`src/rtl/crfq_pkg.sv`:
```
// ----------------------------------------------------------------------------
// crfq_pkg
// Shared types, codes and helpers for the CAN receive frame queue.
// ----------------------------------------------------------------------------
`default_nettype none

package crfq_pkg;

   // default number of queued frames
   localparam int QUEUE_DEPTH_DEFAULT = 8;

   // field widths
   localparam int ID_W   = 29;
   localparam int LEN_W  = 4;
   localparam int WORD_W = 32;

   // operation codes
   localparam logic OP_PUSH = 1'b0;
   localparam logic OP_POP  = 1'b1;

   // flag positions in the raw identifier word
   localparam int IDW_REMOTE_BIT   = 1;
   localparam int IDW_EXTENDED_BIT = 2;

   // control states of the top level
   typedef enum logic {
      ST_IDLE,
      ST_BUSY
   } state_type;

   // unpacked frame header, 35 bits
   typedef struct packed {
      logic [LEN_W-1:0] length;
      logic             remote;
      logic             extended;
      logic [ID_W-1:0]  identifier;
   } header_type;

   // one stored frame
   typedef struct packed {
      header_type        header;
      logic [WORD_W-1:0] data_high;
      logic [WORD_W-1:0] data_low;
   } frame_type;

   // captured request
   typedef struct packed {
      logic              operation;
      logic [WORD_W-1:0] identifier_word;
      logic [LEN_W-1:0]  length_code;
      logic [WORD_W-1:0] payload_low;
      logic [WORD_W-1:0] payload_high;
   } req_item_type;

   // response payload
   typedef struct packed {
      logic              frame_valid;
      logic              overflow;
      logic [ID_W-1:0]   frame_identifier;
      logic              is_extended;
      logic              is_remote;
      logic [LEN_W-1:0]  frame_length;
      logic [WORD_W-1:0] data_low_out;
      logic [WORD_W-1:0] data_high_out;
   } rsp_item_type;

   // control from the sequencer to the ring store
   typedef struct packed {
      logic      read;
      logic      write;
      logic      advance_read;
      frame_type write_frame;
   } ring_ctrl_type;

   // status from the ring store
   typedef struct packed {
      logic      full;
      logic      empty;
      frame_type read_frame;
   } ring_status_type;

   // unpack a raw receive mailbox item into a stored frame
   function automatic frame_type unpack_frame(input req_item_type item);
      frame_type f;
      f.header.extended = item.identifier_word[IDW_EXTENDED_BIT];
      f.header.remote   = item.identifier_word[IDW_REMOTE_BIT];
      f.header.length   = item.length_code;
      if (item.identifier_word[IDW_EXTENDED_BIT]) begin
         f.header.identifier = item.identifier_word[31:3];
      end else begin
         f.header.identifier = ID_W'(item.identifier_word[31:21]);
      end
      f.data_high = item.payload_high;
      f.data_low  = item.payload_low;
      return f;
   endfunction

endpackage

`default_nettype wire

```
`src/rtl/crfq_channels.sv`:
```
// ----------------------------------------------------------------------------
// crfq channels
// Valid/ready channel interfaces for requests and responses.
// ----------------------------------------------------------------------------
`default_nettype none

interface crfq_req_if;
   logic        valid;
   logic        ready;
   logic        operation;
   logic [31:0] identifier_word;
   logic [3:0]  length_code;
   logic [31:0] payload_low;
   logic [31:0] payload_high;

   modport source (
      output valid, operation, identifier_word, length_code, payload_low, payload_high,
      input  ready
   );
   modport sink (
      input  valid, operation, identifier_word, length_code, payload_low, payload_high,
      output ready
   );
endinterface

interface crfq_rsp_if;
   logic        valid;
   logic        ready;
   logic        frame_valid;
   logic        overflow;
   logic [28:0] frame_identifier;
   logic        is_extended;
   logic        is_remote;
   logic [3:0]  frame_length;
   logic [31:0] data_low_out;
   logic [31:0] data_high_out;

   modport source (
      output valid, frame_valid, overflow, frame_identifier, is_extended, is_remote,
             frame_length, data_low_out, data_high_out,
      input  ready
   );
   modport sink (
      input  valid, frame_valid, overflow, frame_identifier, is_extended, is_remote,
             frame_length, data_low_out, data_high_out,
      output ready
   );
endinterface

`default_nettype wire

```
`src/rtl/crfq_ring.sv`:
```
// ----------------------------------------------------------------------------
// crfq_ring
// Frame memory with write/read pointers and fill count; registered read.
// ----------------------------------------------------------------------------
`default_nettype none

module crfq_ring #(
   parameter int QUEUE_DEPTH = crfq_pkg::QUEUE_DEPTH_DEFAULT
) (
   input  wire                        clock,
   input  wire                        reset,
   input  crfq_pkg::ring_ctrl_type    ctrl,
   output crfq_pkg::ring_status_type  status
);

   localparam int PTR_W = (QUEUE_DEPTH > 1) ? $clog2(QUEUE_DEPTH) : 1;
   localparam int CNT_W = $clog2(QUEUE_DEPTH + 1);
   localparam logic [PTR_W-1:0] PTR_LAST = PTR_W'(QUEUE_DEPTH - 1);
   localparam logic [CNT_W-1:0] CNT_FULL = CNT_W'(QUEUE_DEPTH);

   crfq_pkg::frame_type frame_mem [QUEUE_DEPTH];
   crfq_pkg::frame_type rd_data_ff;

   logic [PTR_W-1:0] wp_ff, wp_in;
   logic [PTR_W-1:0] rp_ff, rp_in;
   logic [CNT_W-1:0] count_ff, count_in;

   // frame memory, written at the write pointer, read at the read pointer
   always_ff @(posedge clock) begin
      if (ctrl.write) begin
         frame_mem[wp_ff] <= ctrl.write_frame;
      end
      if (ctrl.read) begin
         rd_data_ff <= frame_mem[rp_ff];
      end
   end

   // pointer and count next values
   always_comb begin
      wp_in    = wp_ff;
      rp_in    = rp_ff;
      count_in = count_ff;
      if (ctrl.write) begin
         wp_in = (wp_ff == PTR_LAST) ? '0 : wp_ff + PTR_W'(1);
      end
      if (ctrl.advance_read) begin
         rp_in = (rp_ff == PTR_LAST) ? '0 : rp_ff + PTR_W'(1);
      end
      if (ctrl.write && !ctrl.advance_read) begin
         count_in = count_ff + CNT_W'(1);
      end else if (!ctrl.write && ctrl.advance_read) begin
         count_in = count_ff - CNT_W'(1);
      end
   end

   always_ff @(posedge clock) begin
      if (reset) begin
         wp_ff    <= '0;
         rp_ff    <= '0;
         count_ff <= '0;
      end else begin
         wp_ff    <= wp_in;
         rp_ff    <= rp_in;
         count_ff <= count_in;
      end
   end

   // status toward the sequencer
   assign status.full       = (count_ff == CNT_FULL);
   assign status.empty      = (count_ff == '0);
   assign status.read_frame = rd_data_ff;

   // checks
   a_count_bound: assert property (@(posedge clock) disable iff (reset)
      count_ff <= CNT_FULL)
      else $error("fill count beyond queue depth");

   a_no_write_full: assert property (@(posedge clock) disable iff (reset)
      ctrl.write |-> !status.full)
      else $error("write into a full queue");

   a_no_read_empty: assert property (@(posedge clock) disable iff (reset)
      ctrl.advance_read |-> !status.empty)
      else $error("read pointer advanced on an empty queue");

   a_ptr_count: assert property (@(posedge clock) disable iff (reset)
      (wp_ff != rp_ff) |-> (!status.empty && !status.full))
      else $error("pointers disagree with fill count");

endmodule

`default_nettype wire

```
`src/rtl/can_receive_frame_queue_core.sv`:
```
// ----------------------------------------------------------------------------
// can_receive_frame_queue_core
// Ring queue of received CAN frames: push unpacks and stores, pop returns
// the oldest frame; a push to a full queue is dropped with overflow set.
// ----------------------------------------------------------------------------
//  channel  | direction | handshake         | content
//  req_chan | in        | valid/ready       | operation, raw mailbox frame
//  rsp_chan | out       | valid/ready       | popped frame, status flags
//
//  each transaction is captured with the memory read issued, then it is
//  committed into the output register from the registered read data
//  a new request is taken while a finished response waits in the output
//  register; a stalled response holds the next item in the commit step
//  reset clears pointers, fill count and control; the frame memory is not
//  cleared, and an entry read before it is written is never returned, as
//  a pop on an empty queue gives a response with frame_valid low
`default_nettype none

module can_receive_frame_queue_core #(
   parameter int QUEUE_DEPTH = crfq_pkg::QUEUE_DEPTH_DEFAULT
) (
   input  wire            clock,
   input  wire            reset,
   crfq_req_if.sink       req_chan,
   crfq_rsp_if.source     rsp_chan
);

   crfq_pkg::state_type       state_ff, state_in;
   crfq_pkg::req_item_type    item_ff;
   crfq_pkg::req_item_type    req_item;
   crfq_pkg::rsp_item_type    rsp_ff, rsp_in;
   crfq_pkg::ring_ctrl_type   ring_ctrl;
   crfq_pkg::ring_status_type ring_status;
   logic                      rsp_valid_ff;
   logic                      req_take;
   logic                      out_free;
   logic                      commit;
   logic                      is_push;

   // request payload gathered into one struct
   assign req_item.operation       = req_chan.operation;
   assign req_item.identifier_word = req_chan.identifier_word;
   assign req_item.length_code     = req_chan.length_code;
   assign req_item.payload_low     = req_chan.payload_low;
   assign req_item.payload_high    = req_chan.payload_high;

   assign req_take = req_chan.valid && req_chan.ready;
   assign out_free = !rsp_valid_ff || rsp_chan.ready;
   assign is_push  = (item_ff.operation == crfq_pkg::OP_PUSH);

   // next state
   always_comb begin
      state_in = state_ff;
      case (state_ff)
         crfq_pkg::ST_IDLE: begin
            if (req_take) begin
               state_in = crfq_pkg::ST_BUSY;
            end
         end
         crfq_pkg::ST_BUSY: begin
            if (out_free) begin
               state_in = crfq_pkg::ST_IDLE;
            end
         end
         default: state_in = crfq_pkg::ST_IDLE;
      endcase
   end

   // state outputs
   always_comb begin
      req_chan.ready = 1'b0;
      commit         = 1'b0;
      case (state_ff)
         crfq_pkg::ST_IDLE: req_chan.ready = 1'b1;
         crfq_pkg::ST_BUSY: commit         = out_free;
         default: begin
            req_chan.ready = 1'b0;
            commit         = 1'b0;
         end
      endcase
   end

   always_ff @(posedge clock) begin
      if (reset) begin
         state_ff <= crfq_pkg::ST_IDLE;
      end else begin
         state_ff <= state_in;
      end
   end

   // captured transaction
   always_ff @(posedge clock) begin
      if (req_take) begin
         item_ff <= req_item;
      end
   end

   // ring store control: read issued on capture, write and advance on commit
   always_comb begin
      ring_ctrl.read         = req_take;
      ring_ctrl.write        = commit && is_push && !ring_status.full;
      ring_ctrl.advance_read = commit && !is_push && !ring_status.empty;
      ring_ctrl.write_frame  = crfq_pkg::unpack_frame(item_ff);
   end

   crfq_ring #(
      .QUEUE_DEPTH (QUEUE_DEPTH)
   ) u_ring (
      .clock  (clock),
      .reset  (reset),
      .ctrl   (ring_ctrl),
      .status (ring_status)
   );

   // response of the captured transaction
   always_comb begin
      rsp_in = '0;
      if (is_push) begin
         rsp_in.overflow = ring_status.full;
      end else if (!ring_status.empty) begin
         rsp_in.frame_valid      = 1'b1;
         rsp_in.frame_identifier = ring_status.read_frame.header.identifier;
         rsp_in.is_extended      = ring_status.read_frame.header.extended;
         rsp_in.is_remote        = ring_status.read_frame.header.remote;
         rsp_in.frame_length     = ring_status.read_frame.header.length;
         rsp_in.data_low_out     = ring_status.read_frame.data_low;
         rsp_in.data_high_out    = ring_status.read_frame.data_high;
      end
   end

   // output register
   always_ff @(posedge clock) begin
      if (reset) begin
         rsp_valid_ff <= 1'b0;
      end else if (commit) begin
         rsp_valid_ff <= 1'b1;
      end else if (rsp_chan.ready) begin
         rsp_valid_ff <= 1'b0;
      end
   end

   always_ff @(posedge clock) begin
      if (commit) begin
         rsp_ff <= rsp_in;
      end
   end

   assign rsp_chan.valid            = rsp_valid_ff;
   assign rsp_chan.frame_valid      = rsp_ff.frame_valid;
   assign rsp_chan.overflow         = rsp_ff.overflow;
   assign rsp_chan.frame_identifier = rsp_ff.frame_identifier;
   assign rsp_chan.is_extended      = rsp_ff.is_extended;
   assign rsp_chan.is_remote        = rsp_ff.is_remote;
   assign rsp_chan.frame_length     = rsp_ff.frame_length;
   assign rsp_chan.data_low_out     = rsp_ff.data_low_out;
   assign rsp_chan.data_high_out    = rsp_ff.data_high_out;

endmodule

`default_nettype wire
```
`src/flat_wrapper.sv`:
```
// flat-port wrapper written by rule: the top's interface ports become plain ports
module can_receive_frame_queue_core_flat 
#(
   parameter int QUEUE_DEPTH = crfq_pkg::QUEUE_DEPTH_DEFAULT
)
  (clock, reset, req_chan_valid, req_chan_operation, req_chan_identifier_word, req_chan_length_code, req_chan_payload_low, req_chan_payload_high, req_chan_ready, rsp_chan_valid, rsp_chan_frame_valid, rsp_chan_overflow, rsp_chan_frame_identifier, rsp_chan_is_extended, rsp_chan_is_remote, rsp_chan_frame_length, rsp_chan_data_low_out, rsp_chan_data_high_out, rsp_chan_ready);
  crfq_req_if req_chan_i ();
  crfq_rsp_if rsp_chan_i ();
  input  wire clock;
  input  wire reset;
  input wire logic [$bits(req_chan_i.valid)-1:0] req_chan_valid;
  input wire logic [$bits(req_chan_i.operation)-1:0] req_chan_operation;
  input wire logic [$bits(req_chan_i.identifier_word)-1:0] req_chan_identifier_word;
  input wire logic [$bits(req_chan_i.length_code)-1:0] req_chan_length_code;
  input wire logic [$bits(req_chan_i.payload_low)-1:0] req_chan_payload_low;
  input wire logic [$bits(req_chan_i.payload_high)-1:0] req_chan_payload_high;
  output wire logic [$bits(req_chan_i.ready)-1:0] req_chan_ready;
  output wire logic [$bits(rsp_chan_i.valid)-1:0] rsp_chan_valid;
  output wire logic [$bits(rsp_chan_i.frame_valid)-1:0] rsp_chan_frame_valid;
  output wire logic [$bits(rsp_chan_i.overflow)-1:0] rsp_chan_overflow;
  output wire logic [$bits(rsp_chan_i.frame_identifier)-1:0] rsp_chan_frame_identifier;
  output wire logic [$bits(rsp_chan_i.is_extended)-1:0] rsp_chan_is_extended;
  output wire logic [$bits(rsp_chan_i.is_remote)-1:0] rsp_chan_is_remote;
  output wire logic [$bits(rsp_chan_i.frame_length)-1:0] rsp_chan_frame_length;
  output wire logic [$bits(rsp_chan_i.data_low_out)-1:0] rsp_chan_data_low_out;
  output wire logic [$bits(rsp_chan_i.data_high_out)-1:0] rsp_chan_data_high_out;
  input wire logic [$bits(rsp_chan_i.ready)-1:0] rsp_chan_ready;
  assign req_chan_i.valid = req_chan_valid;
  assign req_chan_i.operation = req_chan_operation;
  assign req_chan_i.identifier_word = req_chan_identifier_word;
  assign req_chan_i.length_code = req_chan_length_code;
  assign req_chan_i.payload_low = req_chan_payload_low;
  assign req_chan_i.payload_high = req_chan_payload_high;
  assign req_chan_ready = req_chan_i.ready;
  assign rsp_chan_valid = rsp_chan_i.valid;
  assign rsp_chan_frame_valid = rsp_chan_i.frame_valid;
  assign rsp_chan_overflow = rsp_chan_i.overflow;
  assign rsp_chan_frame_identifier = rsp_chan_i.frame_identifier;
  assign rsp_chan_is_extended = rsp_chan_i.is_extended;
  assign rsp_chan_is_remote = rsp_chan_i.is_remote;
  assign rsp_chan_frame_length = rsp_chan_i.frame_length;
  assign rsp_chan_data_low_out = rsp_chan_i.data_low_out;
  assign rsp_chan_data_high_out = rsp_chan_i.data_high_out;
  assign rsp_chan_i.ready = rsp_chan_ready;
  can_receive_frame_queue_core #(.QUEUE_DEPTH(QUEUE_DEPTH)) u_core (.clock(clock), .reset(reset), .req_chan(req_chan_i), .rsp_chan(rsp_chan_i));
endmodule
```
`config.mk`:
```
export PLATFORM = sky130hd
export DESIGN_NAME = can_receive_frame_queue_core_flat
export DESIGN_NICKNAME = d
export VERILOG_FILES = /design/src/rtl/crfq_pkg.sv /design/src/rtl/crfq_channels.sv /design/src/rtl/crfq_ring.sv /design/src/rtl/can_receive_frame_queue_core.sv /design/src/flat_wrapper.sv
export SDC_FILE = /design/constraint.sdc
export NUM_CORES = 1
export LEC_CHECK = 0
export BUFFER_PORTS_ARGS = -buffer_cell sky130_fd_sc_hd__buf_2
export CAP_MARGIN = 20
export CORE_ASPECT_RATIO = 1.1
export CORE_MARGIN = 2
export CORE_UTILIZATION = 50
export DETAILED_ROUTE_END_ITERATION = 7
export GPL_ROUTABILITY_DRIVEN = 0
export GPL_TIMING_DRIVEN = 1
export PLACE_DENSITY = 0.71
export SETUP_SLACK_MARGIN = 0.02
export SLEW_MARGIN = 20
export SYNTH_ARGS = -nofsm -noshare
export SYNTH_HDL_FRONTEND = slang
export SYNTH_HIERARCHICAL = 1
export SYNTH_SLANG_ARGS = --single-unit
```
`constraint.sdc`:
```
create_clock -name clock -period 36.3 [get_ports clock]
set_clock_uncertainty 0.15 [all_clocks]
set_input_delay 7.26 -clock clock [delete_from_list [all_inputs] [get_ports clock]]
set_output_delay 7.26 -clock clock [all_outputs]
set_load 0.02 [all_outputs]
```
# Yosys cells after proc, flatten, opt, wreduce, memory -nomap -nowiden
# Memories as Yosys holds them, arrays and structs flattened. A register that Yosys moved wholly into a read port is not among the register bits.
# Cells that the tools add are included.
[word_totals]
reg_bits = 214
latchBits = 0
mem_bits_rw = 792
mem_bits_ro = 0
word_cells = 60
n_memories = 1
[mem_list]
columns = ["memory", "words", "width", "read_ports", "rd_ports_with_merged_regs", "wr", "line", "rtl"]
rows = [
  ["u_core.u_ring.frame_mem", 8, 99, 1, 1, 1, "crfq_ring.sv:21", "crfq_pkg::frame_type frame_mem [QUEUE_DEPTH];"],
]
[op_classes]
addsub = 4
n_mul = 0
div_mod_pow = 0
magnitude_cmp = 0
eq_ne = 3
n_shift = 0
mux = 15
n_bitwise = 2
reduce_logical = 17
[op_table]
columns = ["cell", "n"]
rows = [
  ["2-to-1 mux 29 bit", 1],
  ["2-to-1 mux 1 bit", 9],
  ["2-to-1 mux 4 bit", 2],
  ["logical AND 1 bit", 7],
  ["adder 3 x 1 -> 3 bit (second input constant)", 2],
  ["equality test 3 bit (second input constant)", 2],
  ["2-to-1 mux 3 bit", 2],
  ["logical NOT 1 bit", 5],
  ["adder 4 x 1 -> 4 bit (second input constant)", 1],
  ["equality test 4 bit (second input constant)", 1],
  ["logical NOT 4 bit", 1],
  ["nonzero test 2 bit", 2],
  ["subtractor 4 x 1 -> 4 bit (second input constant)", 1],
  ["NOT 1 bit", 2],
  ["case mux 1 bit (2 select lines)", 1],
  ["OR reduction 2 bit", 1],
  ["logical OR 1 bit", 1],
]

# Logic depth before layout (Yosys ltp)
[logic_depth]
depth_word = 9
ltp_mapped = 12
ltp_nobuf = 11

# Cells and area by module
# The synthesis kept the hierarchy.
[by_module_without_submodules]
columns = ["module", "n_inst", "cells_each", "area_per_inst_um2"]
rows = [
  ["crfq_ring", 1, 1313, 34043.9],
  ["can_receive_frame_queue_core", 1, 356, 7089.3],
]

# Worst setup path before layout
# No wires, ideal clock.
[synth_timing]
kind = "in2reg"
startpoint = "input port req_chan_valid"
endpoint = "register u_core/item_ff[0] in the netlist's numbering (enable)"
setup_time_ns = 0.786
arrival_time_ns = 15.841
required_time_ns = 35.364
setup_slack_ns = 19.523
stages = 1
cell_sequence = "nor2b_1"
[synth_via]
elab_chain_len = 1
[synth_rtl]
columns = ["item", "line", "rtl"]
rows = [
  ["start: declaration", "flat_wrapper.sv:11", "input wire logic [$bits(req_chan_i.valid)-1:0] req_chan_valid;"],
  ["logical AND 1 bit", "can_receive_frame_queue_core.sv:47", "assign req_take = req_chan.valid && req_chan.ready;"],
  ["end signal: assignment", "can_receive_frame_queue_core.sv:94", "item_ff <= req_item;"],
  ["end: declaration", "can_receive_frame_queue_core.sv:29", "crfq_pkg::req_item_type item_ff;"],
]
# No other way between the ends.
# A chain may end at the register's enable or synchronous reset.

==> impl_metrics.json <==
{
  "async_flop_share_pct": 0,
  "h-tree-depth": 3,
  "layout_common_cells": "edfxtp_1, buf_2, mux4_1, and2_1, mux2_2",
  "postRouteAntennaNets": 0,
  "path_cells": "buf_2 -> nand2b_1 -> nor4b_1 -> buf_4 -> nand2b_1 -> nor3_2 -> buf_4 -> buf_4",
  "final_common_cell": "edfxtp_1",
  "critPathCaptureType": "register",
  "required_ns": 36.42,
  "nets": 2056,
  "yosysSeqAreaShare_pct": 80.3,
  "insertion_delay_ns": 0.66,
  "core-area_um2": 81600,
  "cts_setup_buffers": 0,
  "ys_ff_latch": 1104,
  "syn2layout_area_growth_pct": 13.5,
  "cts_made_buffers": 106,
  "timing.final.crit_period_ns": 10.07,
  "hpwl_mm": 38.7,
  "synth-main-ff-cell": "edfxtp_1",
  "avgSynthCellArea_um2": 24.6,
  "reg2reg_depth": 4,
  "synthCells": 1669,
  "min_to": "u_core/rsp_chan.data_high_out[6]",
  "port-buffer-count": 206,
  "die_y_um": 305,
  "die_area_um2": 84600,
  "cts_root_buf": "clkbuf_16",
  "cpPeakStageDelay_ns": 0.83,
  "initial_core_util_pct": 50.4,
  "route.detailed.drc": 0,
  "arrival_ns": 10.19,
  "grt_pass1_vias": 18464,
  "via_per_inst": 5.62,
  "syn_nets": 1782,
  "path_delay_family": "buffers and inverters",
  "cts_resized": 0,
  "hp-class": "register to register",
  "hold_depth": 1,
  "rsz0062_at_grt": "false",
  "n_fill_cell": 5823,
  "syn_area_um2": 41100,
  "drt_iter0_markers": 1242,
  "fin_setup_tns_ns": 0,
  "clock_sinks": 1104,
  "clkTransAtPathRegs_ns": 0.06,
  "grt_pass1_wl_mm": 116,
  "first_pass_iters": 7,
  "ios": 208,
  "ctsHoldBuffers": 0,
  "tritoncts": "yes",
  "synth_edf_count": 1092,
  "vias": 17425,
  "ir_drop_v": 0.0000431,
  "ctsLongestPathBuffers": 3,
  "cellPowerDensity_nw_per_um2": 55.5,
  "hold_viol": 0,
  "rows": 110,
  "crit_fanout": 54,
  "wl_per_cell_um": 25.2,
  "fmax_mhz": 99.3,
  "drive_above_1_share_pct": 25.0,
  "antenna_found_initial": 6,
  "yosys_warnings": 6,
  "cp-start-kind": "input port",
  "post-route-util_pct": 57.2,
  "routed_wirelength_mm": 78.0,
  "leakage_nw": 15.3,
  "relSlewSlack_pct": 28.3,
  "reg2reg_to": "u_core/u_ring/status[2]",
  "hold_path.startpoint": "u_core/u_ring/status[38]",
  "grt_overflow": 0,
  "worst_pin_slew_ns": 1.08,
  "critical-path-slowest-cell": "buf_4",
  "grt_max_degree": 100,
  "r2r-start": "u_core/u_ring/rp_ff[1]",
  "ys_types": 35,
  "r2r_slack_ns": 32.38,
  "slew_violations": 0,
  "track_usage_pct": 18.5,
  "cpMostUsedCell": "buf_4",
  "setup_viol": 0,
  "die_w_um": 277,
  "finalCritPeriodShare_pct": 27.7,
  "timing.critical_path.buf_inv": 4,
  "cap_viol_max_count": 0,
  "status": "finished clean",
  "crit_type": "input port to register"
}
[kinds of logic after synthesis]
logic type | share of synthesized area (%)
buf+inv | 1.18
flops | 80.3
mux | 15.8
compound gates | 0.125
simple gates | 2.31
fa+ha+maj | 0.262
xor+xnor | 0.0426
[how the worst max path moves through the flow]
| stage | slack (ns) | to | start | cells after the start |
|---|---|---|---|---|
| 2_1_floorplan | 19.52 | u_core/item_ff[0] | req_chan_valid | 1 |
| 3_3_place_gp | 25.52 | u_core/u_ring/frame_mem[0][7] | rsp_chan_ready | 8 |
| 3_5_place_dp | 25.51 | u_core/u_ring/frame_mem[1][80] | rsp_chan_ready | 8 |
| 4_1_cts | 26.22 | u_core/u_ring/frame_mem[1][79] | rsp_chan_ready | 8 |
| 5_1_grt | 26.08 | u_core/u_ring/frame_mem[0][2] | rsp_chan_ready | 8 |
| 6_report | 26.23 | u_core/u_ring/frame_mem[0][2] | rsp_chan_ready | 8 |
[through the flow]
step	setup WS (ns)	hold WS (ns)	cells	power, mW	cell area (µm²)
finish	26.23	0.366	3099	2.59	46700
CTS	26.22	0.366	3096	2.62	46700
global route	26.08	0.384	3099	2.68	46700
global placement	25.52	0.349	2898	1.57	43300
floorplan	19.52	0.347	1669	1.54	41100
detailed placement	25.51	0.354	2898	1.57	43300
[state kept, by name, indices dropped and copies added, names as in the netlist, 3 cells and up]
signal / flops
u_core/u_ring/frame_mem: 792
u_core/u_ring/rp_ff: 3
u_core/rsp_chan.frame_length: 4
u_core/u_ring/status: 99
u_core/item_ff: 100
u_core/rsp_chan.frame_identifier: 29
u_core/rsp_chan.data_high_out: 32
u_core/rsp_chan.data_low_out: 32
u_core/u_ring/wp_ff: 3
u_core/u_ring/count_ff: 4
[cells in the mapped netlist, types with 2 or more instances]
| cell type | n | area share [%] |
|---|---|---|
| mux2i_1 | 4 | 0.097 |
| ha_1 | 7 | 0.21 |
| nor2b_1 | 2 | 0.030 |
| edfxtp_1 | 1092 | 80 |
| nand2_1 | 3 | 0.027 |
| mux4_1 | 197 | 13 |
| inv_1 | 3 | 0.027 |
| nand2b_1 | 5 | 0.076 |
| mux2_2 | 111 | 3.0 |
| buf_2 | 15 | 0.18 |
| nor3_1 | 3 | 0.036 |
| buf_6 | 23 | 0.63 |
| clkbuf_1 | 18 | 0.16 |
| dfxtp_1 | 12 | 0.58 |
| buf_1 | 5 | 0.046 |
| clkbuf_2 | 9 | 0.11 |
| nor4b_1 | 2 | 0.043 |
| and2_1 | 118 | 1.8 |
| nor2_1 | 19 | 0.17 |
| a21oi_1 | 6 | 0.073 |
[power by group]
part | switching [mW] | internal, mW
Sequential | 0.0164 | 1.44
Combinational | 0.0556 | 0.0357
Clock | 0.455 | 0.592
Total | 0.527 | 2.06
[per-layer routing]
layer	up-vias	wire length (µm)	track usage, %
met5	-	13	0
met4	2	1810	6.09
met3	120	3330	2.78
met2	464	40600	32.4
met1	9169	32200	23.9
li1	7670	-	-
[layout make-up]
cell class	instances	area (µm²)	share of cell area [%]
Timing Repair Buffer	237	1290	2.76
Antenna cell	2	5.00	0.0107
Multi-Input combinational cell	491	7680	16.5
Inverter	3	11.3	0.0241
Clock inverter	71	533	1.14
Clock buffer	127	2800	5.99
Tap cell	1064	1330	2.85
Sequential cell	1104	33000	70.8
No activity file was read; power rests on OpenSTA's default activity.
